--- config.mk ---
export PLATFORM = sky130hd
export DESIGN_NAME = chunk_size_line_parser
export DESIGN_NICKNAME = d
export VERILOG_FILES = /design/src/rtl/core/csp_pkg.sv /design/src/rtl/core/csp_in_stage.sv /design/src/rtl/core/csp_parser.sv /design/src/rtl/core/csp_out_stage.sv /design/src/rtl/core/chunk_size_line_parser.sv
export VERILOG_INCLUDE_DIRS = /design/src /design/src/rtl/core
export SDC_FILE = /design/constraint.sdc
export NUM_CORES = 1
export LEC_CHECK = 0
export BUFFER_PORTS_ARGS = -buffer_cell sky130_fd_sc_hd__buf_2
export CAP_MARGIN = 30
export CORE_UTILIZATION = 45
export CTS_CLUSTER_SIZE = 40
export DETAILED_ROUTE_END_ITERATION = 10
export PLACE_DENSITY = 0.65
export SKIP_LAST_GASP = 1
export SLEW_MARGIN = 40
export SYNTH_ARGS = -nofsm -noshare
export SYNTH_HDL_FRONTEND = slang
export SYNTH_SLANG_ARGS = --single-unit
--- constraint.sdc ---
create_clock -name clk -period 4.69 [get_ports clk]
set_input_delay 0.938 -clock clk [delete_from_list [all_inputs] [get_ports clk]]
set_output_delay 0.938 -clock clk [all_outputs]
set_load 0.01 [all_outputs]
--- src/rtl/core/chunk_size_line_parser_assert.svh ---
// ----------------------------------------------------------------------------
// chunk size line parser assertion macros
// concurrent checks, compiled out when SYNTH is defined
// ----------------------------------------------------------------------------
`ifndef CHUNK_SIZE_LINE_PARSER_ASSERT_SVH
`define CHUNK_SIZE_LINE_PARSER_ASSERT_SVH

`ifndef SYNTH
// same-cycle implication
`define CSP_ASSERT_IMP(lbl, ante, cons, msg) \
  lbl: assert property (@(posedge clk) disable iff (!rst_n) (ante) |-> (cons)) \
    else $error(msg);
// next-cycle implication
`define CSP_ASSERT_NXT(lbl, ante, cons, msg) \
  lbl: assert property (@(posedge clk) disable iff (!rst_n) (ante) |=> (cons)) \
    else $error(msg);
`else
`define CSP_ASSERT_IMP(lbl, ante, cons, msg)
`define CSP_ASSERT_NXT(lbl, ante, cons, msg)
`endif

`endif

--- src/rtl/core/csp_pkg.sv ---
// ----------------------------------------------------------------------------
// csp_pkg
// shared types, character codes and helpers of the chunk size line parser
// ----------------------------------------------------------------------------
package csp_pkg;

  // default width of the size accumulator
  localparam int SIZE_BITS_DEF = 64;
  // width of the chunk size result port
  localparam int OUT_BITS = 64;

  // character codes
  localparam logic [7:0] CHR_SEMI  = 8'h3B;
  localparam logic [7:0] CHR_CR    = 8'h0D;
  localparam logic [7:0] CHR_LF    = 8'h0A;
  localparam logic [7:0] CHR_TAB   = 8'h09;
  localparam logic [7:0] CHR_SPACE = 8'h20;

  // parse phase of the line
  typedef enum logic [1:0] {
    PH_DIGITS = 2'd0,
    PH_TRAIL  = 2'd1,
    PH_EXT    = 2'd2
  } phase_t;

  // result status codes
  typedef enum logic [2:0] {
    ST_OK        = 3'd0,
    ST_LINEBREAK = 3'd1,
    ST_EMPTY     = 3'd2,
    ST_INVALID   = 3'd3,
    ST_OVERFLOW  = 3'd4
  } status_t;

  // one input item
  typedef struct packed {
    logic [7:0] char_byte;
    logic       has_byte;
    logic       end_of_line;
  } item_t;

  // one result item
  typedef struct packed {
    logic [OUT_BITS-1:0] chunk_size;
    status_t             status;
  } result_t;

  // hex digit decode: bit 4 set when the byte is a digit, low nibble its value
  function automatic logic [4:0] hex_decode(input logic [7:0] c);
    logic [4:0] r;
    r = 5'd0;
    if (c >= 8'h30 && c <= 8'h39) begin
      r = {1'b1, c[3:0]};
    end else if ((c >= 8'h61 && c <= 8'h66) || (c >= 8'h41 && c <= 8'h46)) begin
      r = {1'b1, c[3:0] + 4'd9};
    end
    return r;
  endfunction

  // space or tab
  function automatic logic is_blank(input logic [7:0] c);
    return (c == CHR_SPACE) || (c == CHR_TAB);
  endfunction

endpackage

--- src/rtl/core/csp_in_stage.sv ---
// ----------------------------------------------------------------------------
// csp_in_stage
// input register of the parser, refilled in the cycle it is drained
// ----------------------------------------------------------------------------
module csp_in_stage (
  input  logic           clk,
  input  logic           rst_n,
  input  logic           in_valid,
  output logic           in_ready,
  input  csp_pkg::item_t in_item,
  output logic           s_valid,
  output csp_pkg::item_t s_item,
  input  logic           s_adv
);

  logic           s_valid_r;
  csp_pkg::item_t s_item_r;

  // free when empty or emptied this cycle
  assign in_ready = !s_valid_r || s_adv;
  assign s_valid  = s_valid_r;
  assign s_item   = s_item_r;

  // occupancy
  always_ff @(posedge clk) begin
    if (!rst_n) begin
      s_valid_r <= 1'b0;
    end else if (in_valid && in_ready) begin
      s_valid_r <= 1'b1;
    end else if (s_adv) begin
      s_valid_r <= 1'b0;
    end
  end

  // payload capture
  always_ff @(posedge clk) begin
    if (in_valid && in_ready) begin
      s_item_r <= in_item;
    end
  end

endmodule

--- src/rtl/core/csp_parser.sv ---
// ----------------------------------------------------------------------------
// csp_parser
// line state and the per-byte update, builds the result at end of line
// ----------------------------------------------------------------------------
module csp_parser #(
  parameter int SIZE_BITS = csp_pkg::SIZE_BITS_DEF
) (
  input  logic             clk,
  input  logic             rst_n,
  input  logic             s_valid,
  input  csp_pkg::item_t   s_item,
  output logic             s_adv,
  input  logic             res_ready,
  output logic             res_push,
  output csp_pkg::result_t res
);

  csp_pkg::phase_t        phase_r,  phase_nxt;
  logic [SIZE_BITS-1:0]   accum_r,  accum_nxt;
  csp_pkg::status_t       err_r,    err_nxt;
  logic                   lb_r,     lb_nxt;
  logic                   ne_r,     ne_nxt;
  logic [4:0]             hex;
  logic                   blank;
  logic                   ovf;
  csp_pkg::status_t       st;

  assign hex   = csp_pkg::hex_decode(s_item.char_byte);
  assign blank = csp_pkg::is_blank(s_item.char_byte);
  assign ovf   = |accum_r[SIZE_BITS-1 -: 4];

  // an end-of-line item waits for room in the result register
  assign s_adv    = s_valid && (!s_item.end_of_line || res_ready);
  assign res_push = s_adv && s_item.end_of_line;

  // per-byte state update
  always_comb begin
    phase_nxt = phase_r;
    accum_nxt = accum_r;
    err_nxt   = err_r;
    lb_nxt    = lb_r;
    ne_nxt    = ne_r;
    if (s_item.has_byte) begin
      if (s_item.char_byte == csp_pkg::CHR_CR || s_item.char_byte == csp_pkg::CHR_LF) begin
        lb_nxt = 1'b1;
      end
      case (phase_r)
        csp_pkg::PH_DIGITS: begin
          ne_nxt = 1'b1;
          if (s_item.char_byte == csp_pkg::CHR_SEMI) begin
            phase_nxt = csp_pkg::PH_EXT;
            ne_nxt    = ne_r;
          end else if (blank) begin
            if (!ne_r && err_r == csp_pkg::ST_OK) begin
              err_nxt = csp_pkg::ST_INVALID;
            end
            phase_nxt = csp_pkg::PH_TRAIL;
          end else if (!hex[4]) begin
            if (err_r == csp_pkg::ST_OK) begin
              err_nxt = csp_pkg::ST_INVALID;
            end
          end else if (err_r == csp_pkg::ST_OK) begin
            if (ovf) begin
              err_nxt = csp_pkg::ST_OVERFLOW;
            end else begin
              accum_nxt = {accum_r[SIZE_BITS-5:0], hex[3:0]};
            end
          end
        end
        csp_pkg::PH_TRAIL: begin
          ne_nxt = 1'b1;
          if (s_item.char_byte == csp_pkg::CHR_SEMI) begin
            phase_nxt = csp_pkg::PH_EXT;
            ne_nxt    = ne_r;
          end else if (!blank && err_r == csp_pkg::ST_OK) begin
            err_nxt = csp_pkg::ST_INVALID;
          end
        end
        default: begin
          // chunk extension: bytes only checked for line breaks
        end
      endcase
    end
  end

  // result from the updated state
  always_comb begin
    if (lb_nxt) begin
      st = csp_pkg::ST_LINEBREAK;
    end else if (!ne_nxt) begin
      st = csp_pkg::ST_EMPTY;
    end else begin
      st = err_nxt;
    end
    res.status     = st;
    res.chunk_size = (st == csp_pkg::ST_OK) ? csp_pkg::OUT_BITS'(accum_nxt)
                                            : '0;
  end

  // line state, cleared after each line
  always_ff @(posedge clk) begin
    if (!rst_n || res_push) begin
      phase_r <= csp_pkg::PH_DIGITS;
      accum_r <= '0;
      err_r   <= csp_pkg::ST_OK;
      lb_r    <= 1'b0;
      ne_r    <= 1'b0;
    end else if (s_adv) begin
      phase_r <= phase_nxt;
      accum_r <= accum_nxt;
      err_r   <= err_nxt;
      lb_r    <= lb_nxt;
      ne_r    <= ne_nxt;
    end
  end

endmodule

--- src/rtl/core/csp_out_stage.sv ---
// ----------------------------------------------------------------------------
// csp_out_stage
// result register, refilled in the cycle it is taken
// ----------------------------------------------------------------------------
module csp_out_stage (
  input  logic             clk,
  input  logic             rst_n,
  input  logic             res_push,
  input  csp_pkg::result_t res,
  output logic             res_ready,
  output logic             out_valid,
  input  logic             out_ready,
  output csp_pkg::result_t out_res
);

  logic             out_valid_r;
  csp_pkg::result_t out_res_r;

  assign res_ready = !out_valid_r || out_ready;
  assign out_valid = out_valid_r;
  assign out_res   = out_res_r;

  // occupancy
  always_ff @(posedge clk) begin
    if (!rst_n) begin
      out_valid_r <= 1'b0;
    end else if (res_push) begin
      out_valid_r <= 1'b1;
    end else if (out_ready) begin
      out_valid_r <= 1'b0;
    end
  end

  // payload capture
  always_ff @(posedge clk) begin
    if (res_push) begin
      out_res_r <= res;
    end
  end

endmodule

--- src/rtl/core/chunk_size_line_parser.sv ---
// ----------------------------------------------------------------------------
// chunk_size_line_parser
// parses one chunk-size line, a byte per transfer, into a size and a status
// ----------------------------------------------------------------------------
//  channel | direction | handshake            | payload
//  in_     | input     | in_valid / in_ready   | char_byte, has_byte, end_of_line
//  out_    | output    | out_valid / out_ready | chunk_size, status
//
//  one byte per cycle sustained; the per-byte update is a nibble shift and
//  a few compares between the input register and the line state
//  the end-of-line item waits in the input register until the result register
//  has room, and the result built from it then loads into the result register
//  reset is synchronous on rst_n and clears the line state and both stages
//  a stalled result only blocks input once an end-of-line item is waiting
// ----------------------------------------------------------------------------
`include "chunk_size_line_parser_assert.svh"

module chunk_size_line_parser #(
  parameter int SIZE_BITS = csp_pkg::SIZE_BITS_DEF
) (
  input  logic                         clk,
  input  logic                         rst_n,
  input  logic                         in_valid,
  output logic                         in_ready,
  input  logic [7:0]                   in_char_byte,
  input  logic                         in_has_byte,
  input  logic                         in_end_of_line,
  output logic                         out_valid,
  input  logic                         out_ready,
  output logic [csp_pkg::OUT_BITS-1:0] out_chunk_size,
  output logic [2:0]                   out_status
);

  csp_pkg::item_t   in_item;
  csp_pkg::item_t   stage_item;
  logic             stage_valid;
  logic             stage_adv;
  logic             res_ready;
  logic             res_push;
  csp_pkg::result_t res;
  csp_pkg::result_t out_res;

  assign in_item.char_byte   = in_char_byte;
  assign in_item.has_byte    = in_has_byte;
  assign in_item.end_of_line = in_end_of_line;

  // input register
  csp_in_stage u_in (
    .clk      (clk),
    .rst_n    (rst_n),
    .in_valid (in_valid),
    .in_ready (in_ready),
    .in_item  (in_item),
    .s_valid  (stage_valid),
    .s_item   (stage_item),
    .s_adv    (stage_adv)
  );

  // line state and result build
  csp_parser #(
    .SIZE_BITS (SIZE_BITS)
  ) u_parse (
    .clk       (clk),
    .rst_n     (rst_n),
    .s_valid   (stage_valid),
    .s_item    (stage_item),
    .s_adv     (stage_adv),
    .res_ready (res_ready),
    .res_push  (res_push),
    .res       (res)
  );

  // result register
  csp_out_stage u_out (
    .clk       (clk),
    .rst_n     (rst_n),
    .res_push  (res_push),
    .res       (res),
    .res_ready (res_ready),
    .out_valid (out_valid),
    .out_ready (out_ready),
    .out_res   (out_res)
  );

  assign out_chunk_size = out_res.chunk_size;
  assign out_status     = out_res.status;

  // checks
  `CSP_ASSERT_IMP(a_size_zero_on_error, out_valid && (out_status != csp_pkg::ST_OK), out_chunk_size == '0, "chunk size not zero on error status")
  `CSP_ASSERT_IMP(a_stall_cause, !in_ready, stage_valid && stage_item.end_of_line && out_valid && !out_ready, "input stalled without a waiting result")
  `CSP_ASSERT_NXT(a_push_shows, res_push, out_valid, "pushed result not presented")

endmodule
# Yosys cells after proc, flatten, opt, wreduce, memory -nomap -nowiden
# Cells that the tools add are included.
# W data, S select, Z words.
# word_totals
reg_bits	150
latch_bits	0
ram_bits	0
romBits	0
in_bits	14
output_inout_bits	69
wordCells	92
memories	0
# classes
addsub	1
n_mul	0
n_div	0
order_cmp	6
n_eq_ne	8
shift	0
mux	35
bitwise	0
reduce_logical	30
# op_table
cell	n
$mux W64	7
$mux W3	12
$eq A8 B4 Y1 const B	3
$eq A8 B6 Y1 const B	2
$ge A8 B7 Y1 const B	2
$le A8 B7 Y1 const B	2
$mux W5	2
$mux W1	9
$ge A8 B6 Y1 const B	1
$le A8 B6 Y1 const B	1
$logic_and A1 B1 Y1	8
$logic_or A1 B1 Y1	7
$logic_not A1 Y1	6
$logic_not A3 Y1	2
$mux W2	3
$pmux W3 S2	1
$reduce_bool A2 Y1	3
$reduce_and A5 Y1	1
$add A4 B4 Y4 const B	1
$pmux W2 S2	1
$reduce_or A4 Y1	1
$ne A3 B1 Y1 const B	1
$eq A2 B1 Y1 const B	1
$logic_not A2 Y1	1
other kinds (2)	2

# Depth between registers and ports, before layout
# depth
ltp_word	13
ltp_mapped	10
mapped_depth_nobuf	7

# By module
# From an unflattened synthesis, not the netlist that was laid out.
# hier_totals
cells_unflattened	656
area_unflattened_um2	6288.5
# modules_own_cells
mod	instances	cells_each	area_per_inst_um2	seq_area_each_um2
csp_parser	1	570	3870.0	1421.4
csp_out_stage	1	71	2060.7	2031.9
csp_in_stage	1	15	357.8	320.3

# Worst setup path before layout
# OpenSTA, ideal clock, no wires.
# synth_timing
kind	input port to flip-flop
from	input port out_ready
to	register u_parse.accum_r[25]
arrival_ps	3493
required_time_ps	4571
setup_slack_ps	1078
path_stages	7
n_path_buf	2
cell_sequence	nand2b_1 -> and3_1 -> nor2b_1 -> clkbuf_1 -> clkbuf_1 -> nand2_1 -> mux2i_1
# synth_via
elab_chain_cells	5
# synth_lines
element	line_no	source
start: declaration	chunk_size_line_parser.sv:29	input logic out_ready,
$logic_or A1 B1 Y1	csp_out_stage.sv:19	assign res_ready = !out_valid_r || out_ready;
$logic_or A1 B1 Y1	csp_parser.sv:33	assign s_adv = s_valid && (!s_item.end_of_line || res_ready);
$logic_and A1 B1 Y1	csp_parser.sv:33	
$logic_and A1 B1 Y1	csp_parser.sv:34	assign res_push = s_adv && s_item.end_of_line;
net res_push	chunk_size_line_parser.sv:39	logic res_push;
$logic_or A1 B1 Y1	csp_parser.sv:102	if (!rst_n || res_push) begin
end signal: assignment	csp_parser.sv:110	accum_r <= accum_nxt;
end: declaration	csp_parser.sv:19	logic [SIZE_BITS-1:0] accum_r, accum_nxt;
# The timed path passes the listed nets, and every way through them passes these cells.
# A chain may end at the register's enable or synchronous reset.

# Worst setup path after layout
# layout_timing
from	register u_in.s_item_r (netlist bit u_in.s_item[3])
to	register u_out.out_res_r (netlist bit u_out.out_res[63]), data pin
# layout_via
elab_chain_cells	13
elab_cells_between_ends	41
# layout_lines
element	line_no	source
start: declaration	csp_in_stage.sv:17	csp_pkg::item_t s_item_r;
start signal: assignment	csp_in_stage.sv:38	s_item_r <= in_item;
$ge A8 B7 Y1 / $le A8 B7 Y1 (equally long branches)	csp_pkg.sv:54	end else if ((c >= 8'h61 && c <= 8'h66) || (c >= 8'h41 && c <= 8'h46)) begin
$logic_and A1 B1 Y1	csp_pkg.sv:54	
$logic_or A1 B1 Y1	csp_pkg.sv:54	
$mux W5	csp_pkg.sv:54	
$mux W5	csp_pkg.sv:52	if (c >= 8'h30 && c <= 8'h39) begin
$mux W3	csp_parser.sv:58	end else if (!hex[4]) begin
$mux W3	csp_parser.sv:53	end else if (blank) begin
$mux W3	csp_parser.sv:50	if (s_item.char_byte == csp_pkg::CHR_SEMI) begin
$pmux W3 S2	csp_parser.sv:47	case (phase_r)
$mux W3	csp_parser.sv:43	if (s_item.has_byte) begin
$mux W3	csp_parser.sv:90	end else if (!ne_nxt) begin
$mux W3	csp_parser.sv:88	if (lb_nxt) begin
$logic_not A3 Y1	csp_parser.sv:96	res.chunk_size = (st == csp_pkg::ST_OK) ? csp_pkg::OUT_BITS'(accum_nxt)
end signal: assignment	csp_out_stage.sv:37	out_res_r <= res;
end: declaration	csp_out_stage.sv:17	csp_pkg::result_t out_res_r;
# Parallel ways exist; a longest one is shown, timed or not.

==> metrics.md <==
| Metric | Value |
|---|---|
| Status | finished with violations |
| Failing checks | design-rule violations |
| Final hold vios | 0 |
| Starting DRT DRC Count | 509 |
| Initial antenna violation count | 0 |
| PwrDens | 372 mW/mm^2 |
| GP Congestion | 0.878 |
| Delay-heaviest family, CP | compound AO/OA/AOI/OAI gates |
| CP max stage delay | 0.58 ns |
| Setup TNS | 0 ns |
| Post-detailed-route count of antenna-violating nets | 0 |
| Post-CTS setup buffer count | 0 |
| Tmin final | 3.04 ns |
| TritonCTS buffer count | 17 |
| Internal | 2.26 mW |
| Clock Sinks | 150 |
| Fmax | 328 MHz |
| Power share of the clock group | 45.5% |
| Crit-path slowest cell | buf_4 |
| ANT cells | 0 |
| Leak | 2.42 nW |
| Initial Util | 46.6% |
| Post-Layout Cell Count | 878 |
| Clock Latency Late Sink | 0.42 ns |
| Cts hold-fix bufs | 0 |
| DRT Pass-1 Iters | 10 |
| Peak VDD IR | 236 uV |
| Grt total ovfl | 0 |
| Critical Path AT | 3.18 ns |
| Routed vias | 5,131 |
| Row count | 44 |
| Overall die width | 125 um |
| Critical Path RT | 4.83 ns |
| Hold/Removal Path Class | register to register |
| DRC viols | 8 |
| HPWL Detailed | 9220 um |
| Syn Nets | 645 |
| CTS-repair resized insts | 0 |
| Number of synthesis warnings | 0 |
| Number of enable flip-flop cells after synthesis | 77 |
| Worst-Margin Slew | 0.768 ns |
| Full die area | 0.0157 mm^2 |
| Reg clk slew, reported paths | 0.06 ns |
| Buf/Inv on CP | 2 |
| Leading area contributor after synthesis | edfxtp_1 |
| First-pass GRT wire length | 24,300 um |
| Clk buf depth | 2 |
| Worst setup path class | register to register |
| Clock root cell | clkbuf_16 |
| Layout cells sized above 1 | 20.2% |
| Core Region | 0.0147 mm^2 |
| Port Buf Inserts | 82 |
| Mapped Area | 0.00685 mm^2 |
| Switching Share | 22.9% |
| Via density | 5.84 |
| Io pins | 83 |
| Synth top area share | 33.8% |
| Number of placed instances, taps included | 846 |
| Reg power frac | 48.4% |
| Yosys cell types | 53 |
| Cells after synthesis | 626 |
| Sequential fraction of the synthesis area | 55.1% |
| Crit path launch type | register |
| Worst hold slack | 0.496 ns |
| Final wirelength | 14,800 um |
| Largest cells by area after synthesis | edfxtp_1 34%, dfxtp_1 21%, mux2i_1 8.8%, a211oi_1 6.4%, o21ai_0 4.6% |
| Die H | 125 um |
| Max H-tree Level | 4 |
| Fillers | 1,274 |
| CP Cell Sequence | inv_1 -> ha_1 -> nor3b_1 -> a221oi_1 -> a2111o_1 -> a211oi_4 -> buf_4 -> nor3_1 |
| Combinational Power Share | 6.2% |
| Net Switching | 0.670 mW |
| CP Capture Type | register |
| Total Routing Usage GR | 19.5% |
| Unrepaired setup endpoints after global routing | false |
| Avg Cell Area, Syn | 10.9 um^2 |
| Max Cap Viol | 0 |
| Vias in the first global route | 4,916 |
| Worst-path maximum fanout | 65 |
| Synth-to-Final Area Change | 14.8% |
| Setup Skew | 0.00772 ns |
| Post-synthesis async set-or-reset flop share | 0% |
| Nets@finish | 700 |
| Final Max Tran Viols | 0 |
| CTS tree | done |
| Routed WL per cell | 16.8 um |
| Max transition margin | 48.7% |
| Final setup violation count | 0 |
| Main synth FF type | edfxtp_1 |
| Yosys reg bits | 150 |
| Final Util | 53.5% |
| Period utilization | 64.9% |
| Largest net degree at the start of global routing | 68 |
-- flip-flops by register name, indices dropped and copies added (netlist names) --
register and count:
u_parse.err_r 3, u_out.out_res 67, u_out.out_valid 1, u_parse.accum_r 64
u_parse.lb_r 1, u_in.s_valid 1, u_parse.phase_r 2, u_parse.ne_r 1
u_in.s_item 10
-- cell type report --
cell class | instances | area [um^2] | area share (%)
Multi-Input combinational cell | 413 | 2730 | 34.7
Sequential cell | 150 | 3770 | 48.0
Timing Repair Buffer | 93 | 524 | 6.67
Clock inverter | 13 | 131 | 1.67
Tap cell | 184 | 230 | 2.93
Clock buffer | 19 | 453 | 5.76
Inverter | 6 | 22.5 | 0.286
-- through the flow --
| step | worst slack (ns) | power [mW] | instance area (um^2) |
|---|---|---|---|
| finish | 1.65 | 2.93 | 7860 |
| global route | 1.39 | 3.02 | 7860 |
| CTS | 1.69 | 2.95 | 7860 |
| detailed placement | 1.70 | 1.62 | 7270 |
| global placement | 1.38 | 1.61 | 7230 |
| floorplan | 1.08 | 1.57 | 6850 |
-- synth_stat cells (all sizes together) (2+ instances only) --
master   n
a221oi   2
a21boi   3
buf     25
o21ai   64
nand3b   3
ha       5
nand3   59
a21oi    9
mux2     2
clkbuf  32
o41a     2
nor3    13
o21a     5
nand2b   4
or4      4
nor3b    2
inv      6
a211oi  58
edfxtp  77
a31oi    7
or3      2
dfxtp   73
nand2   75
nor2     6
nor2b    3
mux2i   60
nor4     7
-- worst paths after layout --
kind                            slack (ns)                 from  cells past startpoint             endpoint
worst max-delay path                  1.65       u_in.s_item[3]                      8    u_out.out_res[63]
worst min-delay path                  0.50  u_parse.accum_r[63]                      2  u_parse.accum_r[63]
worst max register to register        1.65       u_in.s_item[3]                      8    u_out.out_res[63]
worst min register to register        0.50  u_parse.accum_r[63]                      2  u_parse.accum_r[63]
-- power by group through the flow --
stage | combinational [mW] | sequential, mW | clock (mW)
after detailed placement | 0.179 | 1.44 | 0
after global routing | 0.196 | 1.42 | 1.41
final | 0.181 | 1.41 | 1.33
after global placement | 0.170 | 1.44 | 0
after CTS | 0.180 | 1.42 | 1.35
after floorplan | 0.120 | 1.45 | 0
-- cells in the final DEF, fill, tap and decap left out, types with 3 or more instances in the layout --
cell type   synthesis  routed
nand3_1            59      59
mux2i_1            60      60
a21boi_0            3       3
buf_4               2       7
nand2_1            75      75
buf_2              10      82
edfxtp_1           77      77
nor4_1              6       5
ha_1                5       5
o21a_1              5       4
nand3b_1            3       3
nor3_1             12      12
a31oi_1             7       6
a211oi_1           58      57
a21oi_1             8       8
o21ai_0            63      63
clkbuf_16           0      17
inv_1               6       6
dfxtp_1            73      73
clkinvlp_4          0       6
nor2_1              6       6
nand2b_1            4       4
-- worst register-to-register path, cell delays in order (launching register included) --
cell	delay [ns]
edfxtp_1	0.41
inv_1	0.11
ha_1	0.25
nor3b_1	0.35
a221oi_1	0.16
a2111o_1	0.47
a211oi_4	0.22
buf_4	0.58
nor3_1	0.21
-- logic make-up after synthesis --
| group | synth area share, % |
|---|---|
| AOI/OAI and AO/OA | 15.4 |
| adders and majority gates | 0.914 |
| buffers and inverters | 5.94 |
| DFF | 55.1 |
| muxes | 9.10 |
| and+or+nand+nor | 13.5 |
-- per-layer routing --
metal  global-route usage (%)  part of all wire [%]  vias up
li1                         -                     -     2475
met1                     24.7                    46     2489
met2                     32.2                    48      150
met3                     4.58                   4.8       17
met4                     7.60                   1.8        0
met5                        0                     0        -
(Power assumes the default switching activity.)
